<file path="src/sv/brb_lane.sv">
// One byte lane of the ring: a bank that holds every eighth slot.
// One write and one registered read per cycle; uses no package items.
`default_nettype none

module brb_lane #(
  parameter int ROWS = 128,
  parameter int ROW_W = 7
) (
  input  wire logic             clk,
  input  wire logic             wr_en,
  input  wire logic [ROW_W-1:0] wr_row,
  input  wire logic [7:0]       wr_data,
  input  wire logic             rd_en,
  input  wire logic [ROW_W-1:0] rd_row,
  output logic      [7:0]       rd_data
);

  logic [7:0] mem [ROWS];

  always_ff @(posedge clk) begin
    if (wr_en) begin
      mem[wr_row] <= wr_data;
    end
    if (rd_en) begin
      rd_data <= mem[rd_row];
    end
  end

endmodule

`default_nettype wire

</file>
<file path="config.mk">
export PLATFORM = sky130hd
export DESIGN_NAME = brb_lane
export DESIGN_NICKNAME = d
export VERILOG_FILES = /design/src/sv/brb_lane.sv
export SDC_FILE = /design/constraint.sdc
export NUM_CORES = 1
export LEC_CHECK = 0
export ABC_AREA = 1
export BUFFER_PORTS_ARGS = -buffer_cell sky130_fd_sc_hd__buf_2
export CORE_ASPECT_RATIO = 0.75
export CORE_UTILIZATION = 55
export CTS_CLUSTER_DIAMETER = 30
export DETAILED_ROUTE_END_ITERATION = 12
export PLACE_DENSITY_LB_ADDON = 0.15
export SYNTH_ARGS = -nofsm -noshare
export SYNTH_HDL_FRONTEND = slang
export SYNTH_SLANG_ARGS = --single-unit
</file>
<file path="constraint.sdc">
create_clock -name clk -period 3.5 [get_ports clk]
set_input_delay 0.175 -clock clk [delete_from_list [all_inputs] [get_ports clk]]
set_output_delay 0.175 -clock clk [all_outputs]
set_load 0.05 [all_outputs]
</file>
# Yosys cells after proc, flatten, opt, wreduce, memory -nomap -nowiden

Memory sizes are Yosys's and may differ from the RTL's. A register that Yosys moved wholly into a read port is not among the register bits.
Index checks and enable logic that the tools add are counted.
Widths: inputs -> output; s select.

Register bits after elaboration: 0
RAM bits: 1024
Bits of input ports: 25
Memories kept: 1

Muxes and demuxes: 2

Memories:

| memory | words | width | read ports | clocked after Yosys merged registers in | wr ports | line | RTL |
|---|---|---|---|---|---|---|---|
| mem    | 128   | 8     | 1          | 1                                       | 1        | 18   | `logic [7:0] mem [ROWS];` |

Operators by type and width:

| cell   | count |
|---|---|
| $mux 1 | 2 |

# Logic depth before layout (Yosys ltp)

Word-level depth: 2
Depth in mapped cells: 14
Depth with buffers taken out: 11

# Worst setup path after synthesis

OpenSTA, ideal clock, no wires.

Path kind: input -> register
Start point: input wr_en
End point: memory mem[105][0] (enable)
Arrival time: 1.161 ns
Data required time: 3.130 ns
Setup slack: 1.969 ns
Cell stages on the path: 4
Path buffers: 2
Path through: clkbuf_1 nand2_1 clkbuf_1 nor2_1

Word-level cells in the longest chain between the ends: 2

RTL lines:

| what                         | line | RTL |
|---|---|---|
| start: declaration           | 10   | `input wire logic wr_en,` |
| $mux 1                       | 21   | `if (wr_en) begin` |
| $mux 1 (implied by the code) | 22   | `mem[wr_row] <= wr_data;` |
| end: declaration             | 18   |  |

Every way passes these cells.

# Worst setup path in the final report

Start point: input wr_row[0]
End point: memory mem[25][7] (enable)

RTL lines:

| what               | line | RTL |
|---|---|---|
| start: declaration | 11   | `input wire logic [ROW_W-1:0] wr_row,` |

No word-level cell before the write port.

==> results.py <==
metrics = {
    "setup_path": {
        "worstSetupEndpointType": "flip-flop",
        "reg2reg_from": "mem[9][5]",
        "cp.required_ps": 3860,
        "cp_max_fo": 11,
        "reg2reg_to": "rd_data[5]",
        "startpoint_type": "input pin",
        "arrival_ps": 2360,
        "reg2regPathDepth": 10,
        "critical_path_class": "input pin to flip-flop",
        "r2r_setup_slack_ps": 1610,
    },
    "clock_tree": {
        "cts_sinks": 1032,
        "h-tree-depth": 4,
        "clock-root-buffer": "clkbuf_16",
        "ctsResizeCount": 0,
        "worstSkewPairLatency_ps": 740,
        "tritoncts": "built",
        "clk_pin_slew_ps": 50,
        "postCtsSetupBuffers": 0,
        "clockBufferDepth": 3,
        "cts_inserted_buffers": 158,
    },
    "pwr": {
        "ir_drop_uv": 515,
        "leakagePower_uw": 0.0175,
        "pwr_density_cell_nw_per_um2": 625,
    },
    "synthesis": {
        "synth_cell_types": 13,
        "syn_area_um2": 42200,
        "yosysSeqAreaShare": 0.735,
        "synth_seq_cells": 1032,
        "synth_cells": 3575,
        "yosys_warnings": 0,
        "synth.net_count": 3600,
        "syn_area_per_cell_um2": 11.8,
    },
    "placed_design": {
        "dp_worst_setup_slack_ps": 805,
        "port_buffers": 32,
        "gp_congestion": 0.925,
        "dp_hpwl_um": 64600,
        "dp_cells": 4516,
    },
    "detailed_routing": {
        "drc": 0,
        "dr_total_vias": 28600,
        "ant_nets": 0,
        "first_pass_iters": 6,
        "post_drt_via_cell_ratio": 5.95,
        "wl_per_cell_um": 23.6,
        "wl_um": 113000,
        "drt_iter0_drc": 3876,
    },
    "floorplan": {
        "start_util": 0.558,
        "rows": 87,
        "core_area_um2": 75500,
        "die_area_um2": 77800,
        "die_w_um": 322,
        "die_h_um": 242,
        "pin_count": 33,
    },
    "outcome": {
        "status": "finished, final reports clean",
    },
    "sta": {
        "fin_crit_sh": 0.570,
        "hold_viol_final": 0,
        "relSlewSlack": 0.237,
        "finalClockSkew_ps": 25.8,
        "rsz0062_at_grt": "no",
        "fin_setup_tns_ps": 0,
        "setup_ws_ps": 1500,
        "fin_hold_ws_ps": 18.8,
        "tightest_slew_ps": 1140,
        "max_freq_ghz": 0.501,
        "drv_slew": 0,
        "setup_viol": 0,
        "fin_crit_ps": 2000,
    },
    "worst_hold_path": {
        "worstHoldEndpoint": "mem[115][3]",
        "holdPathStages": 1,
        "hp-class": "input pin to flip-flop",
        "hold_start": "wr_data[3]",
    },
    "grt": {
        "grt_overflow": 0,
        "track_usage": 0.296,
        "grt_max_degree": 168,
        "grt_pass1_wl_um": 171000,
        "grt_pass1_vias": 27500,
        "antenna_found_initial": 6,
    },
    "finish": {
        "n_fill_cell": 5628,
        "layout_commonest_cell": "nand2_1",
        "drive_above_1_share": 0.105,
        "layout_common_cells": "nand2_1, edfxtp_1, nand3_1",
        "synthToLayoutAreaGrowth_pct": 15.4,
        "fin_cells": 4811,
        "final_util": 0.644,
        "num-nets-final": 3680,
    },
    "run": {
        "cap_violations": 0,
    },
}
-- area by class of cell --
| type | count | area (µm²) | share of cell area |
|---|---|---|---|
| Inverter | 24 | 116 | 0.00239 |
| Clock buffer | 189 | 4160 | 0.0854 |
| Clock inverter | 103 | 1010 | 0.0207 |
| Tap cell | 1023 | 1280 | 0.0263 |
| Sequential cell | 1032 | 31000 | 0.637 |
| Multi-Input combinational cell | 2288 | 9770 | 0.201 |
| Timing Repair Buffer | 151 | 1350 | 0.0277 |
| Antenna cell | 1 | 2.50 | 0.0000514 |
-- metrics by stage --
stage	area [µm²]	power, µW
after floorplan	42200	14900
after global placement	43500	15500
after detailed placement	43500	15600
after CTS	48700	30500
after global routing	48700	31200
final	48700	30400
-- routing by layer --
metal | global-route usage | up-vias | part of all wire
li1 | - | 12800 | -
met1 | 0.458 | 14000 | 0.43
met2 | 0.421 | 1572 | 0.44
met3 | 0.0579 | 206 | 0.11
met4 | 0.100 | 4 | 0.024
met5 | 0 | - | 0.00030
-- report_power, final --
group	leakage [µW]	switching, µW	internal, µW
registers	0.00929	33.7	13700
logic	0.00575	1260	386
clock network	0.00249	5660	9410
total	0.0175	6950	23500
-- worst max path at each step --
stage,slack (ps),startpoint,end
after floorplan,1970,wr_en,mem[105][0]
after global placement,880,wr_row[0],mem[25][5]
after detailed placement,810,wr_row[0],mem[25][7]
after CTS,1600,wr_row[0],mem[25][7]
after global routing,1410,wr_row[0],mem[9][5]
final,1500,wr_row[0],mem[25][7]
-- critical path: stages --
cell and delay (ps):
buf_2 130, inv_1 90, nor3_1 280, nand2_1 760
nor2_1 910
-- cell families after synthesis --
family,share of synthesized area
AND/OR/NAND/NOR,0.231
flip-flops,0.735
buffers and inverters,0.0339
-- cell usage after synthesis, drive strengths merged --
cell       n  area share
buf      197       0.029
clkbuf    34      0.0030
edfxtp  1032        0.73
inv       24      0.0023
nand2   1215        0.11
nand3    931        0.11
nor2     134       0.012
nor3       8     0.00095
-- flip-flops by register name, indices dropped and copies added, names as in the netlist --
name     cells
rd_data      8
mem       1024
-- what timing repair did --
action | CTS | global route
hold buffers | 2 | 0
setup endpoints to repair | 0 | 0
hold endpoints to repair | 16 | 0
(Power assumes the default switching activity.)
